### config.mk
export PLATFORM = sky130hd
export DESIGN_NAME = modbus_rtu_slave_frame_engine
export DESIGN_NICKNAME = d
export VERILOG_FILES = /design/src/hdl/mbrtu_pkg.sv /design/src/hdl/modbus_rtu_slave_frame_engine.sv
export SDC_FILE = /design/constraint.sdc
export NUM_CORES = 2
export LEC_CHECK = 0
export BUFFER_PORTS_ARGS = -buffer_cell sky130_fd_sc_hd__buf_4
export CELL_PAD_IN_SITES_DETAIL_PLACEMENT = 0
export CELL_PAD_IN_SITES_GLOBAL_PLACEMENT = 1
export CORE_UTILIZATION = 53
export DETAILED_ROUTE_END_ITERATION = 10
export PLACE_DENSITY = 0.77
export SETUP_SLACK_MARGIN = 0.2
export SYNTH_ARGS = -nofsm -noshare
export SYNTH_HDL_FRONTEND = slang
export SYNTH_SLANG_ARGS = --single-unit
export TNS_END_PERCENT = 50
### constraint.sdc
create_clock -name clk -period 12.95 [get_ports clk]
set_clock_uncertainty 0.1 [all_clocks]
set_input_delay 2.59 -clock clk [delete_from_list [all_inputs] [get_ports clk]]
set_output_delay 2.59 -clock clk [all_outputs]
set_load 0.03 [all_outputs]
### src/hdl/mbrtu_pkg.sv
// ----------------------------------------------------------------------------
// mbrtu_pkg
// Shared types, constants and the CRC-16 byte step for the Modbus RTU engine.
// ----------------------------------------------------------------------------
`default_nettype none
package mbrtu_pkg;

  localparam int FRAME_BYTES = 128;
  localparam int REG_COUNT   = 32;

  localparam int AW  = $clog2(FRAME_BYTES);
  localparam int CW  = $clog2(FRAME_BYTES + 1);
  localparam int RIW = (REG_COUNT > 1) ? $clog2(REG_COUNT) : 1;

  localparam logic [15:0] CRC_POLY = 16'hA001;
  localparam logic [15:0] CRC_INIT = 16'hFFFF;
  localparam logic [7:0]  EXC_FLAG = 8'h80;

  localparam logic [2:0] MODE_RX   = 3'd0;
  localparam logic [2:0] MODE_GAP  = 3'd1;
  localparam logic [2:0] MODE_TX   = 3'd2;
  localparam logic [2:0] MODE_HRD  = 3'd3;
  localparam logic [2:0] MODE_HWR  = 3'd4;

  localparam logic [1:0] KIND_TX      = 2'd0;
  localparam logic [1:0] KIND_HOST    = 2'd1;
  localparam logic [1:0] KIND_VERDICT = 2'd2;

  localparam logic [1:0] VD_IGNORED = 2'd0;
  localparam logic [1:0] VD_REPLY   = 2'd1;
  localparam logic [1:0] VD_BCAST   = 2'd2;
  localparam logic [1:0] VD_ERROR   = 2'd3;

  localparam logic [7:0] FN_READ  = 8'd3;
  localparam logic [7:0] FN_WR1   = 8'd6;
  localparam logic [7:0] FN_WRN   = 8'd16;

  localparam logic [7:0] EXC_FUNC = 8'd1;
  localparam logic [7:0] EXC_ADDR = 8'd2;
  localparam logic [7:0] EXC_DATA = 8'd3;

  localparam logic       CFG_SLAVE = 1'b0;
  localparam logic       CFG_INUSE = 1'b1;

  typedef enum logic [1:0] {
    RT_EXC  = 2'd0,
    RT_READ = 2'd1,
    RT_ECHO = 2'd2
  } rtype_t;

  typedef enum logic [6:0] {
    S_IDLE  = 7'b0000001,
    S_TXRD  = 7'b0000010,
    S_SCAN  = 7'b0000100,
    S_CHECK = 7'b0001000,
    S_COPY  = 7'b0010000,
    S_REPLY = 7'b0100000,
    S_EMIT  = 7'b1000000
  } state_t;

  function automatic logic [15:0] crc16_byte(input logic [15:0] c_in, input logic [7:0] b);
    logic [15:0] c;
    c = c_in ^ {8'h00, b};
    for (int k = 0; k < 8; k++) begin
      if (c[0]) c = (c >> 1) ^ CRC_POLY;
      else      c = c >> 1;
    end
    return c;
  endfunction

endpackage
`default_nettype wire

### src/hdl/modbus_rtu_slave_frame_engine.sv
// ----------------------------------------------------------------------------
// modbus_rtu_slave_frame_engine
// Modbus RTU slave: frame buffer, CRC check, functions 3/6/16, reply staging.
// ----------------------------------------------------------------------------
// One word is taken at a time. Line bytes, host writes and empty transmit
// slots are handled in the idle state; a host read passes through the result
// stage, and a transmit slot with a byte reads the frame buffer before it.
// A frame gap walks the frame buffer once through the byte-wide CRC unit, a
// function 16 frame then walks its data bytes again, and a staged reply is
// written one byte per cycle through the same CRC unit.
// Results wait in an output register, and a word that gives no result is taken
// meanwhile; a word with a result holds the input off while the output stalls.
`default_nettype none
module modbus_rtu_slave_frame_engine (
  input  wire logic        clk,
  input  wire logic        rst_n,
  input  wire logic        in_tvalid,
  output logic             in_tready,
  input  wire logic [31:0] in_tdata,   // rx_byte[7:0], reg_index[12:8], reg_value[28:13]
  input  wire logic [2:0]  in_tuser,   // mode
  output logic             out_tvalid,
  input  wire logic        out_tready,
  output logic [63:0]      out_tdata,  // tx_byte[7:0], read_value[23:8], verdict[25:24],
                                       // error_total[41:26], reads_served[57:42]
  output logic             out_tlast,  // tx_last
  output logic [1:0]       out_tuser,  // kind
  input  wire logic        cfg_wr_en,
  input  wire logic        cfg_index,
  input  wire logic [7:0]  cfg_wdata
);

  localparam int AW  = mbrtu_pkg::AW;
  localparam int CW  = mbrtu_pkg::CW;
  localparam int RIW = mbrtu_pkg::RIW;

  mbrtu_pkg::state_t state_r, state_nxt;
  mbrtu_pkg::rtype_t rtype_r, rtype_nxt;

  logic [7:0]  mem [mbrtu_pkg::FRAME_BYTES];
  logic [7:0]  rdata_r;
  logic        mem_we;
  logic [AW-1:0] mem_wa, mem_ra;
  logic [7:0]  mem_wd;

  logic [15:0] hr_r [mbrtu_pkg::REG_COUNT];
  logic        hr_we;
  logic [RIW-1:0] hr_wa, hr_ra;
  logic [15:0] hr_wd, hr_rd;

  logic [CW-1:0] byte_cnt_r, byte_cnt_nxt, nlen_r, nlen_nxt;
  logic [CW-1:0] rep_len_r, rep_len_nxt, rep_pos_r, rep_pos_nxt;
  logic [CW-1:0] ptr_r, ptr_nxt, ridx_r, ridx_nxt, pos_r, pos_nxt, len_r, len_nxt;
  logic        ovf_r, ovf_nxt, rv_vld_r, rv_vld_nxt;
  logic [15:0] err_cnt_r, err_cnt_nxt, rd_cnt_r, rd_cnt_nxt;
  logic [7:0]  slave_r, slave_nxt;
  logic [5:0]  riu_r, riu_nxt;
  logic [7:0]  addr_r, addr_nxt, fn_r, fn_nxt, bc6_r, bc6_nxt;
  logic [7:0]  crc_lo_r, crc_lo_nxt, crc_hi_r, crc_hi_nxt, hi_r, hi_nxt, code_r, code_nxt;
  logic [15:0] start_r, start_nxt, cnt_r, cnt_nxt, crc_r, crc_nxt;
  logic [RIW-1:0] wreg_r, wreg_nxt;
  logic        bcast_r, bcast_nxt;

  logic [1:0]  st_kind_r, st_kind_nxt, st_vd_r, st_vd_nxt;
  logic [7:0]  st_txb_r, st_txb_nxt;
  logic        st_txl_r, st_txl_nxt;
  logic [15:0] st_rv_r, st_rv_nxt;

  logic        out_vld_r, out_vld_nxt;
  logic [1:0]  out_kind_r, out_kind_nxt, out_vd_r, out_vd_nxt;
  logic [7:0]  out_txb_r, out_txb_nxt;
  logic        out_txl_r, out_txl_nxt;
  logic [15:0] out_rv_r, out_rv_nxt, out_err_r, out_err_nxt, out_rd_r, out_rd_nxt;

  logic        acc, out_free;
  logic [7:0]  rx_byte;
  logic [4:0]  reg_index;
  logic [15:0] reg_value;
  logic [5:0]  bound;
  logic [16:0] top;
  logic [17:0] rd_len;
  logic [CW-1:0] k_off;
  logic [7:0]  rd_sel;
  logic [7:0]  rep_byte;

  assign rx_byte   = in_tdata[7:0];
  assign reg_index = in_tdata[12:8];
  assign reg_value = in_tdata[28:13];
  assign in_tready = (state_r == mbrtu_pkg::S_IDLE);
  assign acc       = in_tvalid && in_tready;
  assign out_free  = !out_vld_r || out_tready;

  assign out_tvalid = out_vld_r;
  assign out_tuser  = out_kind_r;
  assign out_tlast  = out_txl_r;
  assign out_tdata  = {6'd0, out_rd_r, out_err_r, out_vd_r, out_rv_r, out_txb_r};

  assign bound  = (riu_r < 6'(mbrtu_pkg::REG_COUNT)) ? riu_r : 6'(mbrtu_pkg::REG_COUNT);
  assign top    = {1'b0, start_r} + {1'b0, cnt_r};
  assign rd_len = {1'b0, cnt_r, 1'b0} + 18'd5;

  // reply byte selection
  assign k_off = pos_r - CW'(3);
  assign hr_ra = (state_r == mbrtu_pkg::S_REPLY) ?
                 RIW'(8'(start_r[5:0]) + 8'(k_off >> 1)) : RIW'(reg_index);
  assign hr_rd = hr_r[hr_ra];
  assign rd_sel = k_off[0] ? hr_rd[7:0] : hr_rd[15:8];

  always_comb begin
    rep_byte = 8'd0;
    if (pos_r == len_r - CW'(2)) begin
      rep_byte = crc_r[7:0];
    end else if (pos_r == len_r - CW'(1)) begin
      rep_byte = crc_r[15:8];
    end else begin
      case (pos_r)
        CW'(0): rep_byte = slave_r;
        CW'(1): rep_byte = (rtype_r == mbrtu_pkg::RT_EXC) ? (fn_r | mbrtu_pkg::EXC_FLAG) : fn_r;
        CW'(2): begin
          case (rtype_r)
            mbrtu_pkg::RT_EXC:  rep_byte = code_r;
            mbrtu_pkg::RT_READ: rep_byte = {cnt_r[6:0], 1'b0};
            default:            rep_byte = start_r[15:8];
          endcase
        end
        default: begin
          if (rtype_r == mbrtu_pkg::RT_READ) begin
            rep_byte = rd_sel;
          end else begin
            case (pos_r)
              CW'(3):  rep_byte = start_r[7:0];
              CW'(4):  rep_byte = cnt_r[15:8];
              default: rep_byte = cnt_r[7:0];
            endcase
          end
        end
      endcase
    end
  end

  always_comb begin
    state_nxt = state_r;  rtype_nxt = rtype_r;
    byte_cnt_nxt = byte_cnt_r;  nlen_nxt = nlen_r;
    rep_len_nxt = rep_len_r;  rep_pos_nxt = rep_pos_r;
    ptr_nxt = ptr_r;  ridx_nxt = ridx_r;  pos_nxt = pos_r;  len_nxt = len_r;
    ovf_nxt = ovf_r;  rv_vld_nxt = 1'b0;
    err_cnt_nxt = err_cnt_r;  rd_cnt_nxt = rd_cnt_r;
    slave_nxt = slave_r;  riu_nxt = riu_r;
    addr_nxt = addr_r;  fn_nxt = fn_r;  bc6_nxt = bc6_r;
    crc_lo_nxt = crc_lo_r;  crc_hi_nxt = crc_hi_r;  hi_nxt = hi_r;  code_nxt = code_r;
    start_nxt = start_r;  cnt_nxt = cnt_r;  crc_nxt = crc_r;
    wreg_nxt = wreg_r;  bcast_nxt = bcast_r;
    st_kind_nxt = st_kind_r;  st_vd_nxt = st_vd_r;  st_txb_nxt = st_txb_r;
    st_txl_nxt = st_txl_r;  st_rv_nxt = st_rv_r;
    out_vld_nxt = out_vld_r;  out_kind_nxt = out_kind_r;  out_vd_nxt = out_vd_r;
    out_txb_nxt = out_txb_r;  out_txl_nxt = out_txl_r;  out_rv_nxt = out_rv_r;
    out_err_nxt = out_err_r;  out_rd_nxt = out_rd_r;
    mem_we = 1'b0;  mem_wa = byte_cnt_r[AW-1:0];  mem_wd = rx_byte;
    mem_ra = rep_pos_r[AW-1:0];
    hr_we = 1'b0;  hr_wa = RIW'(reg_index);  hr_wd = reg_value;

    if (out_vld_r && out_tready) out_vld_nxt = 1'b0;

    if (cfg_wr_en) begin
      if (cfg_index == mbrtu_pkg::CFG_SLAVE) slave_nxt = cfg_wdata;
      else                                   riu_nxt   = cfg_wdata[5:0];
    end

    case (state_r)
      mbrtu_pkg::S_IDLE: begin
        if (acc) begin
          st_kind_nxt = mbrtu_pkg::KIND_VERDICT;  st_vd_nxt = mbrtu_pkg::VD_IGNORED;
          st_txb_nxt = 8'd0;  st_txl_nxt = 1'b0;  st_rv_nxt = 16'd0;
          case (in_tuser)
            mbrtu_pkg::MODE_RX: begin
              rep_len_nxt = '0;  rep_pos_nxt = '0;
              if (!ovf_r) begin
                if (byte_cnt_r >= CW'(mbrtu_pkg::FRAME_BYTES)) begin
                  ovf_nxt = 1'b1;
                end else begin
                  mem_we = 1'b1;
                  byte_cnt_nxt = byte_cnt_r + CW'(1);
                end
              end
            end
            mbrtu_pkg::MODE_GAP: begin
              nlen_nxt = byte_cnt_r;  byte_cnt_nxt = '0;  ovf_nxt = 1'b0;
              state_nxt = mbrtu_pkg::S_EMIT;
              if (ovf_r || (byte_cnt_r != '0 && byte_cnt_r < CW'(7))) begin
                err_cnt_nxt = err_cnt_r + 16'd1;
                st_vd_nxt = mbrtu_pkg::VD_ERROR;
              end else if (byte_cnt_r != '0) begin
                state_nxt = mbrtu_pkg::S_SCAN;
                ptr_nxt = '0;  crc_nxt = mbrtu_pkg::CRC_INIT;
              end
            end
            mbrtu_pkg::MODE_TX: begin
              if (rep_pos_r < rep_len_r) state_nxt = mbrtu_pkg::S_TXRD;
            end
            mbrtu_pkg::MODE_HRD: begin
              st_kind_nxt = mbrtu_pkg::KIND_HOST;
              st_rv_nxt = (32'(reg_index) < mbrtu_pkg::REG_COUNT) ? hr_rd : 16'd0;
              state_nxt = mbrtu_pkg::S_EMIT;
            end
            mbrtu_pkg::MODE_HWR: begin
              hr_we = (32'(reg_index) < mbrtu_pkg::REG_COUNT);
            end
            default: ;
          endcase
        end
      end

      mbrtu_pkg::S_TXRD: begin
        st_kind_nxt = mbrtu_pkg::KIND_TX;
        st_txb_nxt = rdata_r;
        if (rep_pos_r + CW'(1) >= rep_len_r) begin
          st_txl_nxt = 1'b1;  rep_len_nxt = '0;  rep_pos_nxt = '0;
        end else begin
          rep_pos_nxt = rep_pos_r + CW'(1);
        end
        state_nxt = mbrtu_pkg::S_EMIT;
      end

      mbrtu_pkg::S_SCAN: begin
        mem_ra = ptr_r[AW-1:0];
        if (ptr_r < nlen_r) begin
          rv_vld_nxt = 1'b1;  ridx_nxt = ptr_r;  ptr_nxt = ptr_r + CW'(1);
        end
        if (rv_vld_r) begin
          case (ridx_r)
            CW'(0): addr_nxt = rdata_r;
            CW'(1): fn_nxt = rdata_r;
            CW'(2): start_nxt[15:8] = rdata_r;
            CW'(3): start_nxt[7:0] = rdata_r;
            CW'(4): cnt_nxt[15:8] = rdata_r;
            CW'(5): cnt_nxt[7:0] = rdata_r;
            CW'(6): bc6_nxt = rdata_r;
            default: ;
          endcase
          if (ridx_r < nlen_r - CW'(2))      crc_nxt = mbrtu_pkg::crc16_byte(crc_r, rdata_r);
          else if (ridx_r == nlen_r - CW'(2)) crc_lo_nxt = rdata_r;
          else begin
            crc_hi_nxt = rdata_r;
            state_nxt = mbrtu_pkg::S_CHECK;
          end
        end
      end

      mbrtu_pkg::S_CHECK: begin
        bcast_nxt = (addr_r == 8'd0);
        state_nxt = mbrtu_pkg::S_EMIT;
        rtype_nxt = mbrtu_pkg::RT_EXC;  len_nxt = CW'(5);
        pos_nxt = '0;  crc_nxt = mbrtu_pkg::CRC_INIT;
        code_nxt = mbrtu_pkg::EXC_FUNC;
        if (addr_r != slave_r && addr_r != 8'd0) begin
          st_vd_nxt = mbrtu_pkg::VD_IGNORED;
        end else if (crc_lo_r != crc_r[7:0] || crc_hi_r != crc_r[15:8]) begin
          err_cnt_nxt = err_cnt_r + 16'd1;  st_vd_nxt = mbrtu_pkg::VD_ERROR;
        end else begin
          st_vd_nxt = mbrtu_pkg::VD_ERROR;
          if (fn_r == mbrtu_pkg::FN_READ && addr_r != 8'd0) begin
            if (start_r >= 16'(bound)) code_nxt = mbrtu_pkg::EXC_ADDR;
            else if (cnt_r == 16'd0 || top > 17'(bound) ||
                     rd_len > 18'(mbrtu_pkg::FRAME_BYTES)) code_nxt = mbrtu_pkg::EXC_DATA;
            else begin
              code_nxt = 8'd0;  rtype_nxt = mbrtu_pkg::RT_READ;
              len_nxt = CW'(rd_len);  rd_cnt_nxt = rd_cnt_r + 16'd1;
              st_vd_nxt = mbrtu_pkg::VD_REPLY;
            end
          end else if (fn_r == mbrtu_pkg::FN_WR1) begin
            if (start_r >= 16'(bound)) code_nxt = mbrtu_pkg::EXC_ADDR;
            else begin
              code_nxt = 8'd0;
              hr_we = 1'b1;  hr_wa = RIW'(start_r);  hr_wd = cnt_r;
              rtype_nxt = mbrtu_pkg::RT_ECHO;  len_nxt = CW'(8);
              st_vd_nxt = (addr_r == 8'd0) ? mbrtu_pkg::VD_BCAST : mbrtu_pkg::VD_REPLY;
            end
          end else if (fn_r == mbrtu_pkg::FN_WRN) begin
            if (16'(bc6_r) + 16'd9 != 16'(nlen_r)) code_nxt = 8'd0;
            else if (start_r >= 16'(bound)) code_nxt = mbrtu_pkg::EXC_ADDR;
            else if (cnt_r == 16'd0 || top > 17'(bound) ||
                     {9'd0, bc6_r} != {cnt_r, 1'b0}) code_nxt = mbrtu_pkg::EXC_DATA;
            else begin
              code_nxt = 8'd0;  rtype_nxt = mbrtu_pkg::RT_ECHO;  len_nxt = CW'(8);
              st_vd_nxt = (addr_r == 8'd0) ? mbrtu_pkg::VD_BCAST : mbrtu_pkg::VD_REPLY;
            end
          end
          if (st_vd_nxt == mbrtu_pkg::VD_ERROR) err_cnt_nxt = err_cnt_r + 16'd1;
          if (st_vd_nxt == mbrtu_pkg::VD_ERROR && code_nxt != 8'd0 && addr_r != 8'd0)
            state_nxt = mbrtu_pkg::S_REPLY;
          else if (st_vd_nxt != mbrtu_pkg::VD_ERROR && fn_r == mbrtu_pkg::FN_WRN) begin
            state_nxt = mbrtu_pkg::S_COPY;
            ptr_nxt = CW'(7);  wreg_nxt = RIW'(start_r);
          end else if (st_vd_nxt == mbrtu_pkg::VD_REPLY)
            state_nxt = mbrtu_pkg::S_REPLY;
        end
      end

      mbrtu_pkg::S_COPY: begin
        mem_ra = ptr_r[AW-1:0];
        if (ptr_r < nlen_r - CW'(2)) begin
          rv_vld_nxt = 1'b1;  ridx_nxt = ptr_r;  ptr_nxt = ptr_r + CW'(1);
        end
        if (rv_vld_r) begin
          if (ridx_r[0]) hi_nxt = rdata_r;
          else begin
            hr_we = 1'b1;  hr_wa = wreg_r;  hr_wd = {hi_r, rdata_r};
            wreg_nxt = wreg_r + RIW'(1);
          end
          if (ridx_r == nlen_r - CW'(3))
            state_nxt = bcast_r ? mbrtu_pkg::S_EMIT : mbrtu_pkg::S_REPLY;
        end
      end

      mbrtu_pkg::S_REPLY: begin
        mem_we = 1'b1;  mem_wa = pos_r[AW-1:0];  mem_wd = rep_byte;
        if (pos_r < len_r - CW'(2)) crc_nxt = mbrtu_pkg::crc16_byte(crc_r, rep_byte);
        pos_nxt = pos_r + CW'(1);
        if (pos_r == len_r - CW'(1)) begin
          rep_len_nxt = len_r;  rep_pos_nxt = '0;
          state_nxt = mbrtu_pkg::S_EMIT;
        end
      end

      mbrtu_pkg::S_EMIT: begin
        if (out_free) begin
          out_vld_nxt = 1'b1;
          out_kind_nxt = st_kind_r;  out_vd_nxt = st_vd_r;  out_txb_nxt = st_txb_r;
          out_txl_nxt = st_txl_r;    out_rv_nxt = st_rv_r;
          out_err_nxt = err_cnt_r;   out_rd_nxt = rd_cnt_r;
          state_nxt = mbrtu_pkg::S_IDLE;
        end
      end

      default: state_nxt = mbrtu_pkg::S_IDLE;
    endcase
  end

  always_ff @(posedge clk) begin
    if (mem_we) mem[mem_wa] <= mem_wd;
    rdata_r <= mem[mem_ra];
  end

  always_ff @(posedge clk) begin
    if (!rst_n) begin
      for (int i = 0; i < mbrtu_pkg::REG_COUNT; i++) hr_r[i] <= 16'd0;
    end else if (hr_we) begin
      hr_r[hr_wa] <= hr_wd;
    end
  end

  always_ff @(posedge clk) begin
    if (!rst_n) begin
      state_r <= mbrtu_pkg::S_IDLE;
      byte_cnt_r <= '0;  ovf_r <= 1'b0;  rep_len_r <= '0;  rep_pos_r <= '0;
      err_cnt_r <= 16'd0;  rd_cnt_r <= 16'd0;
      slave_r <= 8'd1;  riu_r <= 6'd32;
      rv_vld_r <= 1'b0;  out_vld_r <= 1'b0;
    end else begin
      state_r <= state_nxt;
      byte_cnt_r <= byte_cnt_nxt;  ovf_r <= ovf_nxt;
      rep_len_r <= rep_len_nxt;  rep_pos_r <= rep_pos_nxt;
      err_cnt_r <= err_cnt_nxt;  rd_cnt_r <= rd_cnt_nxt;
      slave_r <= slave_nxt;  riu_r <= riu_nxt;
      rv_vld_r <= rv_vld_nxt;  out_vld_r <= out_vld_nxt;
    end
  end

  always_ff @(posedge clk) begin
    rtype_r <= rtype_nxt;  nlen_r <= nlen_nxt;
    ptr_r <= ptr_nxt;  ridx_r <= ridx_nxt;  pos_r <= pos_nxt;  len_r <= len_nxt;
    addr_r <= addr_nxt;  fn_r <= fn_nxt;  bc6_r <= bc6_nxt;
    crc_lo_r <= crc_lo_nxt;  crc_hi_r <= crc_hi_nxt;  hi_r <= hi_nxt;  code_r <= code_nxt;
    start_r <= start_nxt;  cnt_r <= cnt_nxt;  crc_r <= crc_nxt;
    wreg_r <= wreg_nxt;  bcast_r <= bcast_nxt;
    st_kind_r <= st_kind_nxt;  st_vd_r <= st_vd_nxt;  st_txb_r <= st_txb_nxt;
    st_txl_r <= st_txl_nxt;  st_rv_r <= st_rv_nxt;
    out_kind_r <= out_kind_nxt;  out_vd_r <= out_vd_nxt;  out_txb_r <= out_txb_nxt;
    out_txl_r <= out_txl_nxt;  out_rv_r <= out_rv_nxt;
    out_err_r <= out_err_nxt;  out_rd_r <= out_rd_nxt;
  end

  a_rep_pos: assert property (@(posedge clk) disable iff (!rst_n)
    rep_pos_r <= rep_len_r) else $error("reply position past reply length");

  a_byte_cnt: assert property (@(posedge clk) disable iff (!rst_n)
    byte_cnt_r <= CW'(mbrtu_pkg::FRAME_BYTES)) else $error("frame count past capacity");

  a_last_kind: assert property (@(posedge clk) disable iff (!rst_n)
    out_tvalid && out_tuser != mbrtu_pkg::KIND_TX |-> !out_tlast)
    else $error("tlast on a non-transmit word");

  a_emit_busy: assert property (@(posedge clk) disable iff (!rst_n)
    state_r == mbrtu_pkg::S_EMIT && !out_free |=> state_r == mbrtu_pkg::S_EMIT)
    else $error("result dropped while output busy");

endmodule
`default_nettype wire
=== After elaboration in Yosys (flattened, before gate mapping) ===
Memory sizes are Yosys's and may differ from the RTL's. A register that Yosys moved wholly into a read port is not among the register bits.
Cells that the tools add are included.

* Latch bits: 0
* Memory bits (read-only): 0
* Logic and storage cells: 465
* Memories kept: 2
* Input port bits: 49
* Output and inout bits: 69
* Bits in registers: 322
* RAM bits: 1536

* Order comparisons: 12
* Equality and inequality tests: 65
* Reductions and logical operators: 65
* Mux-type cells: 237
* Add/sub/neg operators: 16
* Bitwise gates (word level): 25
* Div/mod/pow operators: 0
* Shifts and indexed selects: 0
* Multiply operators: 0

{| class="wikitable"
|+ Memories
! memory !! words !! bits a word !! read ports !! clocked after Yosys merged registers in !! write ports !! line !! text
|-
| mem || 128 || 8 || 1 || 1 || 1 || modbus_rtu_slave_frame_engine.sv:39 || <nowiki>logic [7:0] mem [mbrtu_pkg::FRAME_BYTES];</nowiki>
|-
| hr_r || 32 || 16 || 1 || 0 || 32 || modbus_rtu_slave_frame_engine.sv:45 || <nowiki>logic [15:0] hr_r [mbrtu_pkg::REG_COUNT];</nowiki>
|}

{| class="wikitable"
|+ Operators by type and width
! kind !! number
|-
| 2-to-1 mux 16 bit || 72
|-
| 2-to-1 mux 8 bit || 36
|-
| 2-to-1 mux 7 bit || 19
|-
| one-hot mux 8 bit (2 select lines) || 6
|-
| 2-to-1 mux 5 bit || 15
|-
| one-hot mux 8 bit (3 select lines) || 3
|-
| 2-to-1 mux 2 bit || 34
|-
| one-hot mux 16 bit (2 select lines) || 2
|-
| one-hot mux 16 bit (4 select lines) || 1
|-
| one-hot mux 7 bit (7 select lines) || 1
|-
| NOT 2 -> 3 bit || 16
|-
| equality test 8 x 2 -> 1 bit, second input constant || 5
|-
| equality test 8 x 3 -> 1 bit, second input constant || 5
|-
| < comparator 8 bit || 5
|-
| inequality test 2 bit, second input constant || 19
|-
| AND reduction 3 bit || 12
|-
| adder 16 x 1 -> 16 bit, second input constant || 2
|-
| adder 8 x 1 -> 8 bit, second input constant || 4
|-
| equality test 8 bit || 4
|-
| one-hot mux 8 bit (4 select lines) || 1
|-
| XOR 16 x 8 -> 16 bit || 2
|-
| 2-to-1 mux 1 bit || 31
|-
| logical NOT 8 bit || 3
|-
| inequality test 8 bit || 3
|-
| other kinds (62) || 119
|}

=== Logic depth before layout (Yosys ltp) ===
An unclocked memory read counts as a cell.

* Depth after elaboration: 42
* Gate-level depth with buffers: 24
* Depth with buffers taken out: 21

=== Worst setup path before layout ===
Ideal clock, no wire load.

* Kind: input to register
* Start: input port in_tdata[8]
* End: memory mem[0][6], data pin
* Cell stages on the path: 14
* Path buffers: 3
* Arrival: 9.853 ns
* Slack: 1.801 ns
* Setup time: 1.197 ns
* Cells stage by stage: inv_1 a21oi_1 nor2_2 buf_6 buf_2 buf_1 a21oi_1 a21oi_1 nor4_1 a211o_1 a221oi_1 a22o_1 mux2i_1 o21ai_0

* Longest elaborated chain between the ends: 8

{| class="wikitable"
|+ RTL lines
! element !! line !! text
|-
| start: declaration || modbus_rtu_slave_frame_engine.sv:19 || <nowiki>input wire logic [31:0] in_tdata,</nowiki>
|-
| 2-to-1 mux 5 bit || modbus_rtu_slave_frame_engine.sv:103 || <nowiki>assign hr_ra = (state_r == mbrtu_pkg::S_REPLY) ?</nowiki>
|-
| memory (32 x 16 bit) || -- ||
|-
| 2-to-1 mux 8 bit || modbus_rtu_slave_frame_engine.sv:106 || <nowiki>assign rd_sel = k_off[0] ? hr_rd[7:0] : hr_rd[15:8];</nowiki>
|-
| 2-to-1 mux 8 bit || modbus_rtu_slave_frame_engine.sv:126 || <nowiki>if (rtype_r == mbrtu_pkg::RT_READ) begin</nowiki>
|-
| one-hot mux 8 bit (3 select lines) || modbus_rtu_slave_frame_engine.sv:115 || <nowiki>case (pos_r)</nowiki>
|-
| 2-to-1 mux 8 bit || modbus_rtu_slave_frame_engine.sv:112 || <nowiki>end else if (pos_r == len_r - CW'(1)) begin</nowiki>
|-
| 2-to-1 mux 8 bit || modbus_rtu_slave_frame_engine.sv:110 || <nowiki>if (pos_r == len_r - CW'(2)) begin</nowiki>
|-
| 2-to-1 mux 8 bit || modbus_rtu_slave_frame_engine.sv:168 || <nowiki>case (state_r)</nowiki>
|-
| via mem_wd[6] || modbus_rtu_slave_frame_engine.sv:43 || <nowiki>logic [7:0] mem_wd;</nowiki>
|-
| end: declaration || modbus_rtu_slave_frame_engine.sv:39 ||
|}

The timed path passes the listed nets, and every way through them passes these cells.

=== Worst setup path in the final report ===
* Start: register pos_r[1]
* End: memory mem[11][4], data pin

* Longest elaborated chain between the ends: 10

{| class="wikitable"
|+ RTL lines
! element !! line !! text
|-
| start: declaration || modbus_rtu_slave_frame_engine.sv:52 || <nowiki>logic [CW-1:0] ptr_r, ptr_nxt, ridx_r, ridx_nxt, pos_r, pos_nxt, len_r, len_nxt;</nowiki>
|-
| start signal: assignment || modbus_rtu_slave_frame_engine.sv:370 || <nowiki>ptr_r <= ptr_nxt; ridx_r <= ridx_nxt; pos_r <= pos_nxt; len_r <= len_nxt;</nowiki>
|-
| subtractor 6 x 2 -> 6 bit || modbus_rtu_slave_frame_engine.sv:102 || <nowiki>assign k_off = pos_r - CW'(3);</nowiki>
|-
| adder 5 bit || modbus_rtu_slave_frame_engine.sv:104 || <nowiki>RIW'(8'(start_r[5:0]) + 8'(k_off >> 1)) : RIW'(reg_index);</nowiki>
|-
| 2-to-1 mux 5 bit || modbus_rtu_slave_frame_engine.sv:103 ||
|-
| memory (32 x 16 bit) || -- ||
|-
| 2-to-1 mux 8 bit || modbus_rtu_slave_frame_engine.sv:106 ||
|-
| 2-to-1 mux 8 bit || modbus_rtu_slave_frame_engine.sv:126 ||
|-
| one-hot mux 8 bit (3 select lines) || modbus_rtu_slave_frame_engine.sv:115 ||
|-
| 2-to-1 mux 8 bit || modbus_rtu_slave_frame_engine.sv:112 ||
|-
| 2-to-1 mux 8 bit * || modbus_rtu_slave_frame_engine.sv:110 ||
|-
| 2-to-1 mux 8 bit * || modbus_rtu_slave_frame_engine.sv:168 ||
|-
| via mem_wd[4] || modbus_rtu_slave_frame_engine.sv:43 ||
|}

The timed path passes the listed nets; every way through them passes the cells marked *.

==> results.cfg <==
[synthesis]
synth.area.top_cells = edfxtp_1, mux4_2, nor2_1
postSynthRegisterBits = 1860
synth_top_area_share_pct = 65.3
syn_avg_cell_area_um2 = 14.1
synth_seq_area_share_pct = 67.5
synthArstFlopShare_pct = 0
synth_flop_cell = edfxtp_1
syn_inst = 5771
ys_warn_count = 0
netlist_area_mm2 = 0.0815
yosysTopAreaCell = edfxtp_1
ys_types = 105
synth_edf_count = 1772

[worst_setup_path]
cp-start-kind = flop
cp-end-kind = flop
crit_fanout = 84
path_class = flop to flop
critPathArrivalTime_ps = 9040
worstPathRequired_ps = 13320

[placement]
place.gp.congestion = 0.926
io_buffer_count = 108
dp.final_hpwl_mm = 138

[grt]
grt_pass1_vias = 49000
top_usage_layer = met2
grt_usage_pct = 28.6
grt_pass1_wl_mm = 326
gr-usage-met2_pct = 45.5
antenna_found_initial = 5
grt_start_max_net_pins = 129
grtUsageMet3_pct = 4.89
grt_use_met1_pct = 39.1
grt-ovfl-total = 0

[route]
wl_mm = 222
antenna_left = 0
via_per_inst = 6.27
wl_per_cell_um = 27.8
drt_iter0_markers = 5557
num_vias = 50200
first_pass_iters = 6
drc = 0

[final_layout]
layout_commonest_cell = edfxtp_1
drive_above_1_share_pct = 14.5
nets = 5958
nFillCells = 11600
regArea_mm2 = 0.0550
syn_to_final_growth_pct = 11.4
multi_input_area_mm2 = 0.0251
diodes = 0
mostFrequentLayoutCells = edfxtp_1, nor2_1, nand2_1

[timing]
worst_hold_slack_ps = 316
slew_headroom_pct = 5.26
worst_pin_slew_ps = 1410
setup_violations = 0
rsz0062_at_grt = no
max_freq_mhz = 115
tns_ps = 0
post-route-min-period_ps = 8670
slew_violations = 0
hold_viol_final = 0
min_period_over_period_pct = 66.9

[floorplan]
start_util_pct = 53.5
pin_count = 118
die_y_um = 394
die_area_mm2 = 0.155
rows = 143
die_w_um = 394
core_area_mm2 = 0.152

[clock_network]
clk_pin_slew_ps = 60
ctsResizeCount = 0
hold_buffers = 0
postCtsSetupBuffers = 0
clk_latency_ps = 850
clock-sinks = 1860
htreeDepth = 4
cts_tree = done
clock_path_buffers = 3
root_buffer = clkbuf_16
numCtsBuffers = 185

[hold_path]
hold_class = flop to flop

[power_and_ir_drop]
p_leak_nw = 30.8
power_density_mw_per_mm2 = 142
peakVddDrop_mv = 0.162

[status]
outcome = complete, no violations

[job]
drv_cap = 0
## synthesized netlist by cell type, types with 35 or more instances
cell type and instances:
clkbuf_1 255, and2_1 112, a311oi_1 42, a21oi_1 157
xnor2_1 88, mux4_2 262, nand4_1 35, nand2b_1 40
buf_2 68, edfxtp_1 1772, a211oi_1 135, nor2b_1 46
mux2i_1 95, dfxtp_1 88, nor2_1 807, and3_1 53
nand2_1 566, nand3_1 168, o21ai_0 128, a31oi_1 54
ha_1 97, inv_1 73, a21boi_0 41, xor2_1 74
## flip-flops by register name, indices dropped and copies added (netlist names), 16 cells and up
name / flops
rd_cnt_r: 16
mem: 1024
out_err_r: 16
cnt_r: 16
start_r: 16
hr_r: 512
err_cnt_r: 16
st_rv_r: 16
out_rv_r: 16
out_rd_r: 16
crc_r: 16
## power by group
part           internal [W]  switching, W
Combinational      0.000169      0.000485
Clock               0.00307       0.00236
Sequential          0.00671     0.0000684
Total               0.00995       0.00291
## routing by layer
| layer | vias up | part of all wire [%] |
|---|---|---|
| met5 | - | 0.019 |
| met4 | 6 | 4.4 |
| met3 | 495 | 9.4 |
| met2 | 2545 | 47 |
| met1 | 25200 | 39 |
| li1 | 22000 | - |
## final timing paths
path	from	end	slack, ps	cells after the start
worst min register to register	st_rv_r[14]	out_rv_r[14]	320	0
worst max register to register	pos_r[1]	mem[11][4]	4280	18
worst min-delay path	st_rv_r[14]	out_rv_r[14]	320	0
worst max-delay path	pos_r[1]	mem[11][4]	4280	18
## cell families (layout without fill, tap and decap cells)
logic type                 after synthesis  count (layout)  share of synthesized area, %
AOI/OAI and AO/OA                      829             829                          7.07
buffers and inverters                  446             644                          2.31
and+or+nand+nor                       1990            1990                          11.0
DFF                                   1860            1860                          67.5
muxes                                  379             379                          8.73
xor gates and xnor gates               167             167                          1.88
other                                    1               7                       0.00460
adders and majority gates               99              99                          1.54
## cell type report
type	instances	area share, %
clock buffer	225	5.36
clock inverter	127	1.48
inverter	73	0.302
multi-input combinational	3471	27.6
sequential	1860	60.6
tap	2030	2.80
timing repair buffer	219	1.87
## stage by stage
stage	setup WS, ps	power (W)	instance area (µm²)	utilization (%)	cells
floorplan	1800	0.00727	81500	-	5777
global route	3980	0.0132	90700	59.6	8005
finish	4280	0.0129	90700	59.6	8005
CTS	4420	0.0129	90700	59.6	8005
detailed placement	4080	0.00754	84500	55.5	7653
global placement	4240	0.00753	84500	55.5	7653
## worst max-delay path, cell delays in order, from the launching register on
cell and delay (ps):
edfxtp_1 590, ha_1 400, xnor2_1 310, inv_1 100, fa_1 970, and4bb_2 430, nand2_1 70, buf_4 260
nand2_2 580, buf_4 530, nand2_1 100, a32o_1 270, o211ai_1 530, nor2_1 210, o21a_1 230, o21ai_1 500
mux2i_1 270, o21ai_4 880, buf_4 850
(Power assumes the default switching activity.)
